$ cat src/design/lr_pkg.sv
// Package for the line rasterizer: widths, coordinate mask and the
// command/status structs between controller and datapath. No dependencies.
`timescale 1ns / 1ps

package lr_pkg;

    localparam int COORD_BITS = 6;          // coordinate bits actually used
    localparam int PIX_W      = 6;          // port width of a coordinate
    localparam int MAJOR_W    = PIX_W + 1;  // major position counts one past 63
    localparam int STEP2_W    = PIX_W + 2;  // twice the minor span
    localparam int ERR_W      = PIX_W + 3;  // signed error accumulator
    localparam int WIDTH_W    = 7;          // surface_width register
    localparam int ADDR_W     = 12;         // linear pixel address
    localparam int COLOR_W    = 32;
    localparam int PADDR_W    = 3;
    localparam int PDATA_W    = 32;

    localparam logic [PIX_W-1:0]   COORD_MASK    = PIX_W'((1 << COORD_BITS) - 1);
    localparam logic [WIDTH_W-1:0] WIDTH_RESET   = WIDTH_W'(64);
    localparam logic [PADDR_W-1:2] REG_SURF_WIDTH = '0;

    typedef struct packed {
        logic load;   // capture a new line and set up the walk
        logic step;   // emit the current pixel and advance
    } lr_cmd_t;

    typedef struct packed {
        logic at_end; // current pixel is the last one of the line
    } lr_status_t;

endpackage

$ cat src/design/line_rasterizer_core.sv
// Line rasterizer top level: APB register, controller and datapath.
// Depends on lr_pkg, lr_ctrl, lr_datapath.
//
//   channel | handshake                | payload
//   --------+--------------------------+---------------------------------------
//   in      | in_valid / in_stall      | start_x start_y end_x end_y color
//   out     | out_valid / out_stall    | pixel_x pixel_y pixel_address
//           |                          | pixel_color last
//   cfg     | psel penable pwrite      | paddr pwdata prdata (surface_width @0)
//
// A line is loaded in a setup step, then walked at one pixel per cycle
// by the single Bresenham step unit while the output is not stalled.
// in_stall is high from the cycle after a line is accepted until its last
// pixel enters the output register. out_stall holds the walk in place.
// Reset clears the controller and sets surface_width to 64.
`timescale 1ns / 1ps

module line_rasterizer_core
(
    input  logic                         clk,
    input  logic                         rst_n,
    input  logic                         psel,
    input  logic                         penable,
    input  logic                         pwrite,
    input  logic [lr_pkg::PADDR_W-1:0]   paddr,
    input  logic [lr_pkg::PDATA_W-1:0]   pwdata,
    output logic [lr_pkg::PDATA_W-1:0]   prdata,
    output logic                         pready,
    input  logic                         in_valid,
    output logic                         in_stall,
    input  logic [lr_pkg::PIX_W-1:0]     start_x,
    input  logic [lr_pkg::PIX_W-1:0]     start_y,
    input  logic [lr_pkg::PIX_W-1:0]     end_x,
    input  logic [lr_pkg::PIX_W-1:0]     end_y,
    input  logic [lr_pkg::COLOR_W-1:0]   color,
    output logic                         out_valid,
    input  logic                         out_stall,
    output logic [lr_pkg::PIX_W-1:0]     pixel_x,
    output logic [lr_pkg::PIX_W-1:0]     pixel_y,
    output logic [lr_pkg::ADDR_W-1:0]    pixel_address,
    output logic [lr_pkg::COLOR_W-1:0]   pixel_color,
    output logic                         last
);

    logic [lr_pkg::WIDTH_W-1:0] surface_width_reg;
    logic                       width_sel;
    lr_pkg::lr_cmd_t            cmd;
    lr_pkg::lr_status_t         status;

    assign pready    = 1'b1;
    assign width_sel = (paddr[lr_pkg::PADDR_W-1:2] == lr_pkg::REG_SURF_WIDTH);
    assign prdata    = width_sel ? lr_pkg::PDATA_W'(surface_width_reg) : '0;

    always_ff @(posedge clk or negedge rst_n)
    begin
        if (!rst_n)
        begin
            surface_width_reg <= lr_pkg::WIDTH_RESET;
        end
        else if (psel && penable && pwrite && pready && width_sel)
        begin
            surface_width_reg <= pwdata[lr_pkg::WIDTH_W-1:0];
        end
    end

    lr_ctrl u_ctrl
    (
        .clk       (clk),
        .rst_n     (rst_n),
        .in_valid  (in_valid),
        .in_stall  (in_stall),
        .out_valid (out_valid),
        .out_stall (out_stall),
        .status    (status),
        .cmd       (cmd)
    );

    lr_datapath u_datapath
    (
        .clk           (clk),
        .cmd           (cmd),
        .status        (status),
        .surface_width (surface_width_reg),
        .start_x       (start_x),
        .start_y       (start_y),
        .end_x         (end_x),
        .end_y         (end_y),
        .color         (color),
        .pixel_x       (pixel_x),
        .pixel_y       (pixel_y),
        .pixel_address (pixel_address),
        .pixel_color   (pixel_color),
        .last          (last)
    );

endmodule

$ cat src/design/lr_ctrl.sv
// Line rasterizer controller: idle/run state machine, input stall and
// output valid. Depends on lr_pkg.
`timescale 1ns / 1ps

module lr_ctrl
(
    input  logic               clk,
    input  logic               rst_n,
    input  logic               in_valid,
    output logic               in_stall,
    output logic               out_valid,
    input  logic               out_stall,
    input  lr_pkg::lr_status_t status,
    output lr_pkg::lr_cmd_t    cmd
);

    typedef enum logic {
        ST_IDLE,
        ST_RUN
    } state_t;

    state_t state_reg, state_next;
    logic   out_valid_reg, out_valid_next;
    logic   in_stall_reg, in_stall_next;
    logic   slot_free;

    // output register can take a pixel when empty or being drained this cycle
    assign slot_free = !out_valid_reg || !out_stall;

    always_comb
    begin
        cmd.load       = 1'b0;
        cmd.step       = 1'b0;
        state_next     = state_reg;
        out_valid_next = out_valid_reg && out_stall;
        unique case (state_reg)
            ST_IDLE:
            begin
                if (in_valid)
                begin
                    cmd.load   = 1'b1;
                    state_next = ST_RUN;
                end
            end
            ST_RUN:
            begin
                if (slot_free)
                begin
                    cmd.step       = 1'b1;
                    out_valid_next = 1'b1;
                    if (status.at_end)
                    begin
                        state_next = ST_IDLE;
                    end
                end
            end
            default:
            begin
                state_next = ST_IDLE;
            end
        endcase
        in_stall_next = (state_next == ST_RUN);
    end

    always_ff @(posedge clk or negedge rst_n)
    begin
        if (!rst_n)
        begin
            state_reg     <= ST_IDLE;
            out_valid_reg <= 1'b0;
            in_stall_reg  <= 1'b0;
        end
        else
        begin
            state_reg     <= state_next;
            out_valid_reg <= out_valid_next;
            in_stall_reg  <= in_stall_next;
        end
    end

    assign in_stall  = in_stall_reg;
    assign out_valid = out_valid_reg;

endmodule

$ cat src/design/lr_datapath.sv
// Line rasterizer datapath: line setup, Bresenham walk registers, address
// multiply and the output register. Depends on lr_pkg.
`timescale 1ns / 1ps

module lr_datapath
(
    input  logic                         clk,
    input  lr_pkg::lr_cmd_t              cmd,
    output lr_pkg::lr_status_t           status,
    input  logic [lr_pkg::WIDTH_W-1:0]   surface_width,
    input  logic [lr_pkg::PIX_W-1:0]     start_x,
    input  logic [lr_pkg::PIX_W-1:0]     start_y,
    input  logic [lr_pkg::PIX_W-1:0]     end_x,
    input  logic [lr_pkg::PIX_W-1:0]     end_y,
    input  logic [lr_pkg::COLOR_W-1:0]   color,
    output logic [lr_pkg::PIX_W-1:0]     pixel_x,
    output logic [lr_pkg::PIX_W-1:0]     pixel_y,
    output logic [lr_pkg::ADDR_W-1:0]    pixel_address,
    output logic [lr_pkg::COLOR_W-1:0]   pixel_color,
    output logic                         last
);

    localparam int PIX_W   = lr_pkg::PIX_W;
    localparam int MAJOR_W = lr_pkg::MAJOR_W;
    localparam int STEP2_W = lr_pkg::STEP2_W;
    localparam int ERR_W   = lr_pkg::ERR_W;
    localparam int PROD_W  = PIX_W + lr_pkg::WIDTH_W;
    localparam int ADDR_W  = lr_pkg::ADDR_W;

    // walk state
    logic [MAJOR_W-1:0]         major_pos_reg, major_pos_next;
    logic [PIX_W-1:0]           minor_pos_reg, minor_pos_next;
    logic [PIX_W-1:0]           major_end_reg;
    logic signed [ERR_W-1:0]    error_acc_reg, error_acc_next;
    logic [MAJOR_W-1:0]         major_span_reg;
    logic [STEP2_W-1:0]         minor_step_twice_reg;
    logic                       minor_down_reg;
    logic                       axes_swapped_reg;
    logic [lr_pkg::COLOR_W-1:0] color_reg;

    // output register
    logic [PIX_W-1:0]           pixel_x_reg, pixel_y_reg;
    logic [ADDR_W-1:0]          pixel_address_reg;
    logic [lr_pkg::COLOR_W-1:0] pixel_color_reg;
    logic                       last_reg;

    // setup
    logic [PIX_W-1:0] x0, y0, x1, y1, dx, dy, minor_span;
    logic [PIX_W-1:0] a0, b0, a1, b1, lo_a, lo_b, hi_a, hi_b;
    logic             steep;

    // step
    logic [PIX_W-1:0]        px, py;
    logic [PROD_W-1:0]       prod;
    logic signed [ERR_W-1:0] err_sum;
    logic                    minor_move;

    always_comb
    begin
        x0 = start_x & lr_pkg::COORD_MASK;
        y0 = start_y & lr_pkg::COORD_MASK;
        x1 = end_x & lr_pkg::COORD_MASK;
        y1 = end_y & lr_pkg::COORD_MASK;
        dx = (x1 > x0) ? (x1 - x0) : (x0 - x1);
        dy = (y1 > y0) ? (y1 - y0) : (y0 - y1);
        steep = dy > dx;
        a0 = steep ? y0 : x0;
        b0 = steep ? x0 : y0;
        a1 = steep ? y1 : x1;
        b1 = steep ? x1 : y1;
        // order the endpoints so the major coordinate increases
        if (a0 > a1)
        begin
            lo_a = a1; lo_b = b1; hi_a = a0; hi_b = b0;
        end
        else
        begin
            lo_a = a0; lo_b = b0; hi_a = a1; hi_b = b1;
        end
        minor_span = (hi_b > lo_b) ? (hi_b - lo_b) : (lo_b - hi_b);
    end

    always_comb
    begin
        px = axes_swapped_reg ? minor_pos_reg : major_pos_reg[PIX_W-1:0];
        py = axes_swapped_reg ? major_pos_reg[PIX_W-1:0] : minor_pos_reg;
        prod = PROD_W'(py) * PROD_W'(surface_width);
        err_sum = error_acc_reg + $signed({1'b0, minor_step_twice_reg});
        minor_move = err_sum > $signed({2'b00, major_span_reg});
        major_pos_next = major_pos_reg + MAJOR_W'(1);
        if (minor_move)
        begin
            minor_pos_next = minor_down_reg ? (minor_pos_reg - PIX_W'(1))
                                            : (minor_pos_reg + PIX_W'(1));
            error_acc_next = err_sum - $signed({1'b0, major_span_reg, 1'b0});
        end
        else
        begin
            minor_pos_next = minor_pos_reg;
            error_acc_next = err_sum;
        end
    end

    assign status.at_end = (major_pos_reg == {1'b0, major_end_reg});

    always_ff @(posedge clk)
    begin
        if (cmd.load)
        begin
            axes_swapped_reg     <= steep;
            major_pos_reg        <= {1'b0, lo_a};
            minor_pos_reg        <= lo_b;
            major_end_reg        <= hi_a;
            major_span_reg       <= {1'b0, hi_a - lo_a};
            minor_step_twice_reg <= {1'b0, minor_span, 1'b0};
            minor_down_reg       <= !(hi_b > lo_b);
            error_acc_reg        <= '0;
            color_reg            <= color;
        end
        else if (cmd.step)
        begin
            major_pos_reg <= major_pos_next;
            minor_pos_reg <= minor_pos_next;
            error_acc_reg <= error_acc_next;
        end
    end

    always_ff @(posedge clk)
    begin
        if (cmd.step)
        begin
            pixel_x_reg       <= px;
            pixel_y_reg       <= py;
            pixel_address_reg <= prod[ADDR_W-1:0] + ADDR_W'(px);
            pixel_color_reg   <= color_reg;
            last_reg          <= status.at_end;
        end
    end

    assign pixel_x       = pixel_x_reg;
    assign pixel_y       = pixel_y_reg;
    assign pixel_address = pixel_address_reg;
    assign pixel_color   = pixel_color_reg;
    assign last          = last_reg;

endmodule
$ cat config.mk
export PLATFORM = sky130hd
export DESIGN_NAME = line_rasterizer_core
export DESIGN_NICKNAME = d
export VERILOG_FILES = /design/src/design/lr_pkg.sv /design/src/design/line_rasterizer_core.sv /design/src/design/lr_ctrl.sv /design/src/design/lr_datapath.sv
export SDC_FILE = /design/constraint.sdc
export NUM_CORES = 1
export LEC_CHECK = 0
export BUFFER_PORTS_ARGS = -buffer_cell sky130_fd_sc_hd__buf_4
export CAP_MARGIN = 20
export CORE_MARGIN = 5
export CORE_UTILIZATION = 35
export CTS_CLUSTER_DIAMETER = 150
export DETAILED_ROUTE_END_ITERATION = 8
export SYNTH_ARGS = -nofsm -noshare
export SYNTH_HDL_FRONTEND = slang
export SYNTH_SLANG_ARGS = --single-unit
export TNS_END_PERCENT = 50
$ cat constraint.sdc
create_clock -name clk -period 4.51 [get_ports clk]
set_input_delay 0.2255 -clock clk [delete_from_list [all_inputs] [get_ports clk]]
set_output_delay 0.2255 -clock clk [all_outputs]
set_load 0.02 [all_outputs]
[Yosys cells after proc, flatten, opt, wreduce, memory -nomap -nowiden]
Index checks and enable logic that the tools add are counted.
Storage, ports and cells
  register bits after elaboration: 140
  latch bits: 0
  memory bits (writable): 0
  ROM bits: 0
  bits of input ports: 98
  output and inout port bits: 92
  word-level logic and storage cells: 82
  memories: 0
Cells by class
  $add $sub $neg: 13
  $mul: 1
  divide/modulo/power cells: 0
  order comparisons: 6
  equality and inequality tests: 1
  shifts and indexed selects: 0
  multiplexer cells: 30
  bitwise logic cells: 2
  reductions and logical operators: 11
Operators by type and width (count)
  two-way mux 6 bit: 19
  subtractor 6 bit: 7
  greater-than comparator 6 bit: 5
  adder 12 x 6 -> 12 bit: 1
  multiplier 6 x 7 -> 12 bit: 1
  adder 9 x 8 -> 9 bit: 1
  greater-than comparator 9 x 7 -> 1 bit: 1
  two-way mux 9 bit: 1
  subtractor 9 x 8 -> 9 bit: 1
  two-way mux 1 bit: 8
  adder 7 x 1 -> 7 bit (second input constant): 1
  equality test 7 x 6 -> 1 bit: 1
  two-way mux 7 bit: 1
  adder 6 x 1 -> 6 bit (second input constant): 1
  subtractor 6 x 1 -> 6 bit (second input constant): 1
  logical AND 1 bit: 4
  nonzero test 2 bit: 2
  logical NOT 1 bit: 3
  inverter 1 bit: 2
  one-hot mux 1 bit (2 select lines): 1
  AND reduction 2 bit: 1
  logical OR 1 bit: 1

[Depth between registers and ports, before layout]
Gate-level depths: netlist of the first run.
  depth in word-level cells: 8
  depth in mapped cells: 46
  mapped depth without buffers: 39

[Modules after synthesis]
Synthesis of the first run repeated with hierarchy kept, for this count alone.
Unflattened totals
  cell total of the unflattened synthesis: 902
  area, all modules: 9892.0 µm²
Modules (own cells, without submodules)
  lr_datapath: instances 1, cells an instance 844, area each 9262.6 µm², seq. area each 3813.7 µm²
  line_rasterizer_core: instances 1, cells an instance 50, area each 543.0 µm², seq. area each 176.4 µm²
  lr_ctrl: instances 1, cells an instance 8, area each 86.3 µm², seq. area each 50.0 µm²

[Worst setup path after synthesis of the first run]
OpenSTA, ideal clock, no wires.
  path kind: in2reg
  start point: in end_y[0] (netlist bit)
  end point: reg u_datapath.minor_step_twice_reg[4] (data pin)
  arrival: 7.843 ns
  required time: 4.244 ns
  slack: -3.599 ns
  stages: 45
  buffers on the path: 8
  path through: inv_1 ha_1 inv_1 fa_1 a21o_1 a21o_1 a21o_1 a21oi_1 a31oi_1 a211oi_1 a21oi_1 xor2_1 ha_1 and4_1 and3_4 a31o_1 buf_6 inv_2 [9 not listed] or4b_1 mux2_2 nand2_2 buf_2 buf_2 buf_1 nand2_1 o211ai_1 o21ai_0 ha_1 nand2_1 a31oi_1 a211oi_1 o22ai_1 o31a_1 buf_6 mux2i_1 xor2_1
Between the ends
  word-level cells in the longest chain between the ends: 8
  elaborated cells on any way between the ends: 16
Ends and longest elaborated chain
  start: declaration: line line_rasterizer_core.sv:34  | input logic [lr_pkg::PIX_W-1:0] end_y,
  subtractor 6 bit / greater-than comparator 6 bit (equally long branches): line lr_datapath.sv:65  | dy = (y1 > y0) ? (y1 - y0) : (y0 - y1);
  two-way mux 6 bit: line lr_datapath.sv:65
  greater-than comparator 6 bit: line lr_datapath.sv:66  | steep = dy > dx;
  two-way mux 6 bit, on equally long branches: line lr_datapath.sv:67, lr_datapath.sv:69
  greater-than comparator 6 bit: line lr_datapath.sv:72  | if (a0 > a1)
  two-way mux 6 bit: line lr_datapath.sv:72
  subtractor 6 bit / greater-than comparator 6 bit (equally long branches): line lr_datapath.sv:80  | minor_span = (hi_b > lo_b) ? (hi_b - lo_b) : (lo_b - hi_b);
  two-way mux 6 bit (*): line lr_datapath.sv:80
  net u_datapath.minor_span[3]: line lr_datapath.sv:48  | logic [PIX_W-1:0] x0, y0, x1, y1, dx, dy, minor_span;
  end signal: assignment: line lr_datapath.sv:115  | minor_step_twice_reg <= {1'b0, minor_span, 1'b0};
  end: declaration: line lr_datapath.sv:36  | logic [STEP2_W-1:0] minor_step_twice_reg;
The timed path passes the listed nets; every way through them passes the cells marked *.
A chain may end at the register's enable or synchronous reset.

[Final worst setup path of the first run]
  start point: in end_x[0] (netlist bit)
  end point: reg u_datapath.minor_step_twice_reg[4] (data pin)
Between the ends
  word-level cells in the longest chain between the ends: 8
  elaborated cells on any way between the ends: 16
Ends and longest elaborated chain
  start: declaration: line line_rasterizer_core.sv:33  | input logic [lr_pkg::PIX_W-1:0] end_x,
  subtractor 6 bit / greater-than comparator 6 bit (equally long branches): line lr_datapath.sv:64  | dx = (x1 > x0) ? (x1 - x0) : (x0 - x1);
  two-way mux 6 bit: line lr_datapath.sv:64
  greater-than comparator 6 bit: line lr_datapath.sv:66
  two-way mux 6 bit, on equally long branches: line lr_datapath.sv:67, lr_datapath.sv:69
  greater-than comparator 6 bit: line lr_datapath.sv:72
  two-way mux 6 bit: line lr_datapath.sv:72
  subtractor 6 bit / greater-than comparator 6 bit (equally long branches): line lr_datapath.sv:80
  two-way mux 6 bit (*): line lr_datapath.sv:80
  net u_datapath.minor_span[3]: line lr_datapath.sv:48
Marks and branches as above.

==> impl_metrics.py, run 1 <==
metrics = {
    "worst_setup_path": {
        "slowest_stage": "or4b_4",
        "critical_path_class": "input pin to flip-flop",
        "slowest_delay_ns": 0.47,
        "crit_family": "compound AO/OA/AOI/OAI gates",
        "required_ns": 4.67,
        "critPathCaptureType": "flip-flop",
        "path_buf_inv": 5,
        "start_kind": "input pin",
        "crit_fanout": 6,
        "worstPathArrival_ns": 6.63,
        "critPathMostFrequentCell": "a21o_1",
    },
    "logic_synthesis": {
        "synthTopCellsByArea": "edfxtp_1 (37%), ha_1 (12%), fa_1 (6.0%)",
        "synth.distinct_cells": 73,
        "avgSynthCellArea_sq_um": 10.39,
        "async_reset_ff_share_pct": 6.475,
        "synth_top_area_share_pct": 36.60,
        "yosysWarnings": 0,
        "ys_seq_area_share_pct": 40.70,
        "ys_ff_latch": 139,
        "synth_flop_cell": "edfxtp_1",
        "synth_top_area_cell": "edfxtp_1",
        "synth-edff-count": 121,
        "synth_cells": 955,
        "syn_area_sq_um": 9927,
    },
    "timing": {
        "setup_viol": 34,
        "clock.fmax_mhz": 154.5,
        "clock_skew_ns": 0.01573,
        "worst_pin_slew_ns": 0.7536,
        "period_needed_ns": 6.471,
        "final_max_slew_viol_count": 0,
        "hold_viol": 0,
        "rsz0062_at_grt": "yes",
        "layout_setup_ws_ns": -1.961,
        "slew_headroom_pct": 49.76,
        "fin_crit_sh_pct": 143.5,
        "tns_ns": -33.13,
        "hold-worst-slack_ns": 0.03271,
    },
    "routing": {
        "postRouteAntennaNets": 0,
        "postRouteWirelength_um": 27560,
        "first_iter_violations": 573,
        "post_drt_wl_per_cell_um": 15.84,
        "avgViaCountPerCell": 4.794,
        "drc": 0,
        "vias": 8341,
        "first_pass_iters": 5,
    },
    "global_route": {
        "grt_overflow": 0,
        "antenna_found_initial": 0,
        "grt_pass1_vias": 8290,
        "grt_pass1_wl_um": 42530,
        "grt_max_degree": 59,
        "grt_usage_pct": 16.71,
    },
    "cells_and_area": {
        "finalNetCount": 1569,
        "finish.utilization_pct": 52.42,
        "regArea_sq_um": 4040,
        "syn2layout_area_growth_pct": 47.10,
        "drive_gt1_share_pct": 37.74,
        "n_fill_cell": 2479,
        "fin_area_sq_um": 14600,
        "diodes": 0,
        "multiInputGateArea_sq_um": 5869,
    },
    "clock_tree": {
        "root_buffer": "clkbuf_16",
        "cts_sinks": 139,
        "clk_latency_ns": 0.42,
        "clockBufferDepth": 2,
        "cts_tree": "done",
        "clk_pin_slew_ns": 0.07,
        "htree_levels": 4,
        "cts_inserted_buffers": 17,
    },
    "floorplanning": {
        "start_util_pct": 35.63,
        "core_area_sq_um": 27860,
        "pin_count": 190,
        "rows": 61,
        "dieWidth_um": 178.4,
        "dieArea_sq_um": 31830,
        "die_h_um": 178.4,
    },
    "place": {
        "hpwl_um": 21190,
        "gp_congestion": 0.9165,
        "io_buffers": 136,
        "placed_area_sq_um": 12770,
    },
    "outcome": {
        "violations": "setup timing",
        "status": "finished with violations",
    },
    "run": {
        "drv_cap": 0,
    },
    "hold_path": {
        "min_path_type": "input pin to flip-flop",
    },
}
[logic make-up after synthesis]
logic type,count (synthesis),synth area share (%)
adder cells (fa/ha/maj),122,17.65
XOR/XNOR,58,5.117
AND/OR/NAND/NOR,226,10.65
multiplexers,48,5.218
flip-flops,139,40.70
other,2,0.07565
AO/OA/AOI/OAI,217,13.97
buffers and inverters,143,6.630
[layer usage]
layer / GRT usage, % / vias up / wire [um]
met5: 0 / - / 0
met4: 5.117 / 0 / 451
li1: - / 4119 / -
met1: 21.38 / 3945 / 11990
met2: 28.84 / 249 / 13420
met3: 2.946 / 28 / 1692
[final timing paths]
path | from | endpoint | cells after the start | slack [ns]
max in group asynchronous | rst_n | surface_width_reg[6] | 2 | 4.11
min in group asynchronous | rst_n | surface_width_reg[1] | 2 | 0.17
min | pwdata[0] | surface_width_reg[0] | 2 | 0.03
min reg2reg | u_datapath.color_reg[13] | u_datapath.pixel_color[13] | 0 | 0.42
max reg2reg | u_datapath.axes_swapped_reg | u_datapath.pixel_address[11] | 17 | -0.29
max | end_x[0] | u_datapath.minor_step_twice_reg[4] | 34 | -1.96
[worst register-to-register path, cell delays in order (launching register included)]
cell,delay [ns]
edfxtp_1,0.49
buf_4,0.20
mux2_2,0.39
nand2_1,0.11
fa_1,0.45
fa_1,0.52
fa_1,0.54
inv_1,0.05
fa_1,0.45
ha_1,0.32
nor2b_1,0.13
o21ai_1,0.16
a21oi_1,0.11
o21a_1,0.17
nor2_1,0.12
o21bai_1,0.08
a21oi_1,0.17
xnor2_1,0.08
[timing repair]
| item | CTS | global route |
|---|---|---|
| buffers inserted | 33 | 15 |
| endpoints found under the setup margin | 34 | 35 |
| gates cloned | 2 | 0 |
| hold buffers | 33 | 0 |
| resized for setup | 89 | 57 |
| endpoints found under the hold margin | 41 | 0 |
| pin swaps | 33 | 29 |
[synthesized netlist by cell type, types with 10 or more instances]
library cell and instances:
a21o_1 26, a21oi_1 64, and2_1 20, buf_4 26, edfxtp_1 121, fa_1 30
ha_1 92, inv_1 91, mux2_2 17, mux2i_1 29, nand2_1 85, nand3_1 10
nor2_1 60, nor2b_1 18, o211ai_1 13, o21ai_0 47, xnor2_1 34, xor2_1 24
[area by class of cell]
class / count / area share (%)
Clock inverter: 15 / 1.345
Multi-Input combinational cell: 699 / 40.19
Tap cell: 378 / 3.239
Timing Repair Buffer: 399 / 22.06
Inverter: 93 / 2.579
Sequential cell: 139 / 27.67
Clock buffer: 17 / 2.913
[metrics by stage]
stage | setup slack [ns] | instances
6_report | -1.961 | 1740
4_1_cts | -1.886 | 1729
3_5_place_dp | -2.569 | 1635
2_1_floorplan | -2.492 | 979
5_1_grt | -2.193 | 1740
3_3_place_gp | -2.442 | 1635
[placed cells by master (no fill, tap or decap), types with 23 or more instances in the layout]
master         instances
edfxtp_1             121
o21ai_0               26
fa_1                  28
buf_4                340
inv_1                 83
xnor2_1               34
nand2_1               80
dlygate4sd3_1         33
ha_1                  83
o21ai_1               23
xor2_1                24
conb_1                26
a21oi_1               52
nor2_1                47
a21o_1                26
Power of run 1 is left out: the tool's default activity adds up to more than one toggle a clock period on the data nets, which glitch-free logic cannot reach.
==> inputs of run 2 (changes only) <==
MAX_ROUTING_LAYER = met4   (was not set)
RECOVER_POWER = 100   (was not set)
==> run 2 against run 1 <==
The run still ends with setup timing left. First-iteration DRC count down 33%. Routed wire length down 2.0%. Sequential share of layout area up 0.79 points. Register-to-register slack worse by 0.06 ns. Final area down 2.8%. Final cell count down 0.69%. Via count down 1.1%. Fmax up 0.22%. Die area unchanged. Hold slack worse by 0.0015 ns. Critical path depth up 5. Clock skew down 0.0097 ns. Critical path type unchanged. Largest cell class unchanged. Highest routed layer unchanged.
==> impl_metrics.py, run 2 (same netlist as run 1, synthesis figures left out) <==
metrics = {
    "cells_and_area": {
        "finalNetCount": 1557,
        "syn2layout_area_growth_pct": 43.00,
        "fin_cells": 1728,
        "diodes": 0,
        "mostFrequentLayoutCells": "buf_4 (223), edfxtp_1 (121), inv_1 (84)",
        "final_common_cell": "buf_4",
        "drive_gt1_share_pct": 31.78,
    },
    "outcome": {
        "status": "finished with violations",
        "violations": "setup timing",
    },
    "worst_setup_path": {
        "slowest_delay_ns": 0.47,
        "critPathCaptureType": "flip-flop",
        "start_kind": "input pin",
        "regToRegStartpoint": "u_datapath.axes_swapped_reg",
        "critical_path_class": "input pin to flip-flop",
        "worstPathArrival_ns": 6.62,
        "crit_fanout": 6,
        "slowest_stage": "or4b_4",
        "path_buf_inv": 6,
        "crit_family": "compound AO/OA/AOI/OAI gates",
        "regToRegEndpoint": "u_datapath.pixel_address[11]",
        "required_ns": 4.68,
        "r2r_cells": 17,
        "r2r_slack_ns": -0.35,
    },
    "clock_tree": {
        "clockBufferDepth": 2,
        "cts_inserted_buffers": 17,
        "root_buffer": "clkbuf_16",
        "clk_pin_slew_ns": 0.07,
        "cts_tree": "done",
        "cts_sinks": 139,
        "clk_latency_ns": 0.42,
        "htree_levels": 4,
    },
    "routing": {
        "avgViaCountPerCell": 4.773,
        "postRouteAntennaNets": 0,
        "first_iter_violations": 384,
        "postRouteWirelength_um": 27010,
        "drc": 0,
        "first_pass_iters": 5,
        "vias": 8248,
        "post_drt_wl_per_cell_um": 15.63,
    },
    "timing": {
        "rsz0062_at_grt": "yes",
        "slew_headroom_pct": 3.387,
        "worst_pin_slew_ns": 1.449,
        "clock.fmax_mhz": 154.9,
        "final_max_slew_viol_count": 0,
        "hold_viol": 0,
        "fin_crit_sh_pct": 143.2,
        "layout_setup_ws_ns": -1.947,
        "setup_viol": 34,
        "clock_skew_ns": 0.006011,
        "period_needed_ns": 6.457,
    },
    "global_route": {
        "grt_max_degree": 59,
        "grt_overflow": 0,
        "grt_pass1_vias": 8209,
        "grt_pass1_wl_um": 42370,
        "antenna_found_initial": 0,
        "grt_usage_pct": 17.20,
    },
    "hold_path": {
        "whs_path_depth": 2,
        "min_path_type": "input pin to flip-flop",
        "whs_endpoint": "surface_width_reg[5]",
        "hp-start": "pwdata[5]",
    },
    "place": {
        "place_inst": 1634,
        "io_buffers": 136,
        "gp_congestion": 0.9141,
        "hpwl_um": 21140,
    },
    "floorplanning": {
        "dieWidth_um": 178.4,
        "dieArea_sq_um": 31830,
        "pin_count": 190,
        "start_util_pct": 35.63,
        "rows": 61,
        "die_h_um": 178.4,
        "core_area_sq_um": 27860,
    },
    "run": {
        "drv_cap": 0,
    },
}
[run 2: cell count changes in the layout (fill, tap and decap cells not counted), moves of 6 or more]
cell,before,now
buf_4,340,223
buf_6,19,12
clkbuf_1,0,77
clkbuf_4,0,32
mux2_1,0,6
mux2_2,16,10
nand2_1,80,74
nor2_2,4,12
nor2_4,10,4
[run 2: how the worst max path moves through the flow]
stage	from	endpoint	slack, ns	cells past startpoint
finish	end_x[0]	u_datapath.minor_step_twice_reg[4]	-1.95	39
global placement	end_y[0]	u_datapath.minor_step_twice_reg[6]	-2.40	36
global route	end_x[0]	u_datapath.minor_step_twice_reg[4]	-2.25	38
CTS	end_x[0]	u_datapath.minor_step_twice_reg[4]	-1.85	39
floorplan	end_x[0]	u_datapath.minor_step_twice_reg[4]	-2.49	45
detailed placement	end_x[0]	u_datapath.minor_step_twice_reg[4]	-2.57	35
[run 2: metrics by stage]
| stage | setup slack (ns) | util (%) | hold WS, ns | TNS (ns) | instance area, sq um |
|---|---|---|---|---|---|
| detailed placement | -2.574 | 45.83 | 0.07994 | -47.31 | 12770 |
| floorplan | -2.492 | - | -0.07009 | -42.40 | 10200 |
| finish | -1.947 | 50.96 | 0.03116 | -31.03 | 14200 |
| CTS | -1.848 | 50.72 | 0.008742 | -27.52 | 14130 |
| global placement | -2.401 | 45.83 | 0.07984 | -43.49 | 12770 |
| global route | -2.247 | 50.96 | 0.01298 | -40.06 | 14200 |
[run 2: timing repair]
item | 4_1_cts | 5_1_grt
endpoints found under the hold margin | 41 | 0
cloned | 2 | 1
hold buffers | 33 | 0
endpoints found under the setup margin | 33 | 35
resized for setup | 69 | 72
pin swaps | 23 | 33
buffers inserted | 14 | 18
[run 2: final cells by class]
| class | instances | area (sq um) |
|---|---|---|
| clock inverter | 15 | 198.9 |
| timing repair buffer | 386 | 2814 |
| tap | 378 | 473.0 |
| multi-input combinational | 700 | 5868 |
| inverter | 93 | 376.6 |
| fill | 2538 | 13660 |
| sequential | 139 | 4040 |
| clock buffer | 17 | 425.4 |
[run 2: metal layers]
layer	global-route usage [%]	vias up	wire length [um]
met5	-	-	0
met4	4.701	0	475
met3	2.310	25	1382
met2	28.35	237	12940
met1	22.40	3886	12210
li1	-	4100	-
Power of run 2 is left out for the same reason.
==> inputs of run 3 (changes only) <==
PLACE_DENSITY_LB_ADDON = 0.05   (was not set)
==> run 3 against run 2 <==
Final cell count rose by 0.35%. Register-to-register slack got worse by 0.06 ns. Largest cell class unchanged. Setup slack improved by 0.042 ns. Sequential cell count did not move. Sequential share of layout area fell by 0.11 points. Highest routed layer unchanged. Critical path depth fell by 3. The run ends with capacitance limit, slew limit, setup timing left.
==> impl_metrics.py, run 3 (same netlist as run 1, synthesis figures left out) <==
metrics = {
    "worst_setup_path": {
        "slowest_delay_ns": 0.47,
        "required_ns": 4.67,
        "crit_family": "compound AO/OA/AOI/OAI gates",
        "critPathCaptureType": "flip-flop",
        "r2r_cells": 21,
        "crit_fanout": 6,
        "worstPathArrival_ns": 6.58,
        "critPathMostFrequentCell": "a21o_1",
        "path_buf_inv": 4,
        "start_kind": "input pin",
        "worst-path-stages": 36,
        "critical_path_class": "input pin to flip-flop",
        "slowest_stage": "or4b_4",
    },
    "routing": {
        "first_iter_violations": 321,
        "first_pass_iters": 5,
        "postRouteWirelength_um": 27000,
        "vias": 8126,
        "post_drt_wl_per_cell_um": 15.57,
        "avgViaCountPerCell": 4.686,
        "drc": 0,
        "postRouteAntennaNets": 0,
    },
    "cells_and_area": {
        "finalNetCount": 1563,
        "finish.utilization_pct": 51.15,
        "syn2layout_area_growth_pct": 43.53,
        "n_fill_cell": 2697,
        "mostFrequentLayoutCells": "buf_4 (243), edfxtp_1 (121), inv_1 (85)",
        "final_common_cell": "buf_4",
        "drive_gt1_share_pct": 31.86,
        "diodes": 0,
    },
    "run": {
        "drv_cap": 1,
    },
    "clock_tree": {
        "clk_pin_slew_ns": 0.06,
        "clockBufferDepth": 2,
        "cts_tree": "done",
        "htree_levels": 4,
        "cts_sinks": 139,
        "root_buffer": "clkbuf_16",
        "cts_inserted_buffers": 17,
        "clk_latency_ns": 0.42,
    },
    "outcome": {
        "status": "finished with violations",
        "violations": "capacitance limit, slew limit, setup timing",
    },
    "timing": {
        "rsz0062_at_grt": "yes",
        "fin_crit_sh_pct": 142.2,
        "layout_setup_ws_ns": -1.905,
        "final_max_slew_viol_count": 49,
        "worst_pin_slew_ns": 1.694,
        "clock.fmax_mhz": 155.9,
        "period_needed_ns": 6.415,
        "clock_skew_ns": 0.01759,
        "hold_viol": 0,
        "setup_viol": 34,
        "slew_headroom_pct": -13.07,
    },
    "floorplanning": {
        "dieWidth_um": 178.4,
        "core_area_sq_um": 27860,
        "start_util_pct": 35.63,
        "die_h_um": 178.4,
        "pin_count": 190,
        "dieArea_sq_um": 31830,
        "rows": 61,
    },
    "hold_path": {
        "whs_path_depth": 2,
        "min_path_type": "input pin to flip-flop",
    },
    "place": {
        "hpwl_um": 21150,
        "gp_congestion": 0.8958,
        "io_buffers": 136,
    },
    "global_route": {
        "grt_usage_pct": 17.56,
        "grt_pass1_vias": 8230,
        "grt_overflow": 0,
        "antenna_found_initial": 0,
        "grt_max_degree": 59,
        "grt_pass1_wl_um": 42860,
    },
}
-- run 3: cell types whose count changed in the layout (fill, tap and decap cells not counted), sizes merged --
cell,delta
buf,+13
bufinv,+2
clkbuf,-6
clkinv,-7
inv,+5
nand2,-1
-- run 3: path summary, 6_finish.rpt --
check                      slack (ns)                                  to                        start
min                              0.05                surface_width_reg[1]                    pwdata[1]
min reg2reg                      0.41          u_datapath.pixel_color[10]     u_datapath.color_reg[10]
min in group asynchronous        0.38                    u_ctrl.state_reg                        rst_n
max reg2reg                     -0.41        u_datapath.pixel_address[11]  u_datapath.axes_swapped_reg
max                             -1.91  u_datapath.minor_step_twice_reg[4]                     end_x[0]
max in group asynchronous        3.68                surface_width_reg[2]                        rst_n
-- run 3: repair_timing --
action,CTS,global route
resized for setup,75,53
pin swaps,25,15
setup endpoints to repair,34,35
hold endpoints to repair,41,0
setup buffers,24,11
cloned,2,0
hold buffers,33,0
-- run 3: final cells by class --
cell class,count,area (sq um),area share (%)
sequential,139,4040,28.35
clock inverter,15,188.9,1.326
timing repair buffer,393,2856,20.05
inverter,93,379.1,2.661
tap,378,473.0,3.319
multi-input combinational,699,5886,41.31
clock buffer,17,425.4,2.986
-- run 3: stage by stage --
stage | area, sq um | cells | TNS [ns] | worst slack [ns] | hold WS [ns]
after floorplan | 10200 | 979 | -42.40 | -2.492 | -0.07009
after global placement | 12820 | 1638 | -46.36 | -2.444 | 0.08225
after detailed placement | 12820 | 1638 | -48.54 | -2.540 | 0.08046
after CTS | 14270 | 1725 | -28.24 | -1.848 | 0.01907
after global routing | 14250 | 1734 | -40.48 | -2.170 | 0.03053
final | 14250 | 1734 | -30.32 | -1.905 | 0.04652
-- run 3: per-layer routing --
metal | global-route usage [%] | up-vias | routed length [um]
met5 | - | - | 0
met4 | 6.300 | 0 | 722
met3 | 2.671 | 40 | 1236
met2 | 28.45 | 190 | 12990
met1 | 22.44 | 3794 | 12060
li1 | - | 4102 | -
-- run 3: worst register-to-register path, stage by stage, from the launching register on --
cell,delay [ns]
edfxtp_1,0.48
o21ai_0,0.68
nand2_1,0.16
fa_1,0.50
inv_1,0.04
ha_1,0.26
inv_1,0.05
fa_1,0.50
fa_1,0.51
inv_1,0.04
ha_1,0.30
inv_1,0.07
nor2_1,0.04
nor2_1,0.13
nor2b_1,0.06
o21ai_1,0.16
a21oi_1,0.11
o21a_1,0.18
nor2_2,0.10
o21bai_1,0.07
a21oi_1,0.17
xnor2_1,0.07
Power of run 3 is left out for the same reason.
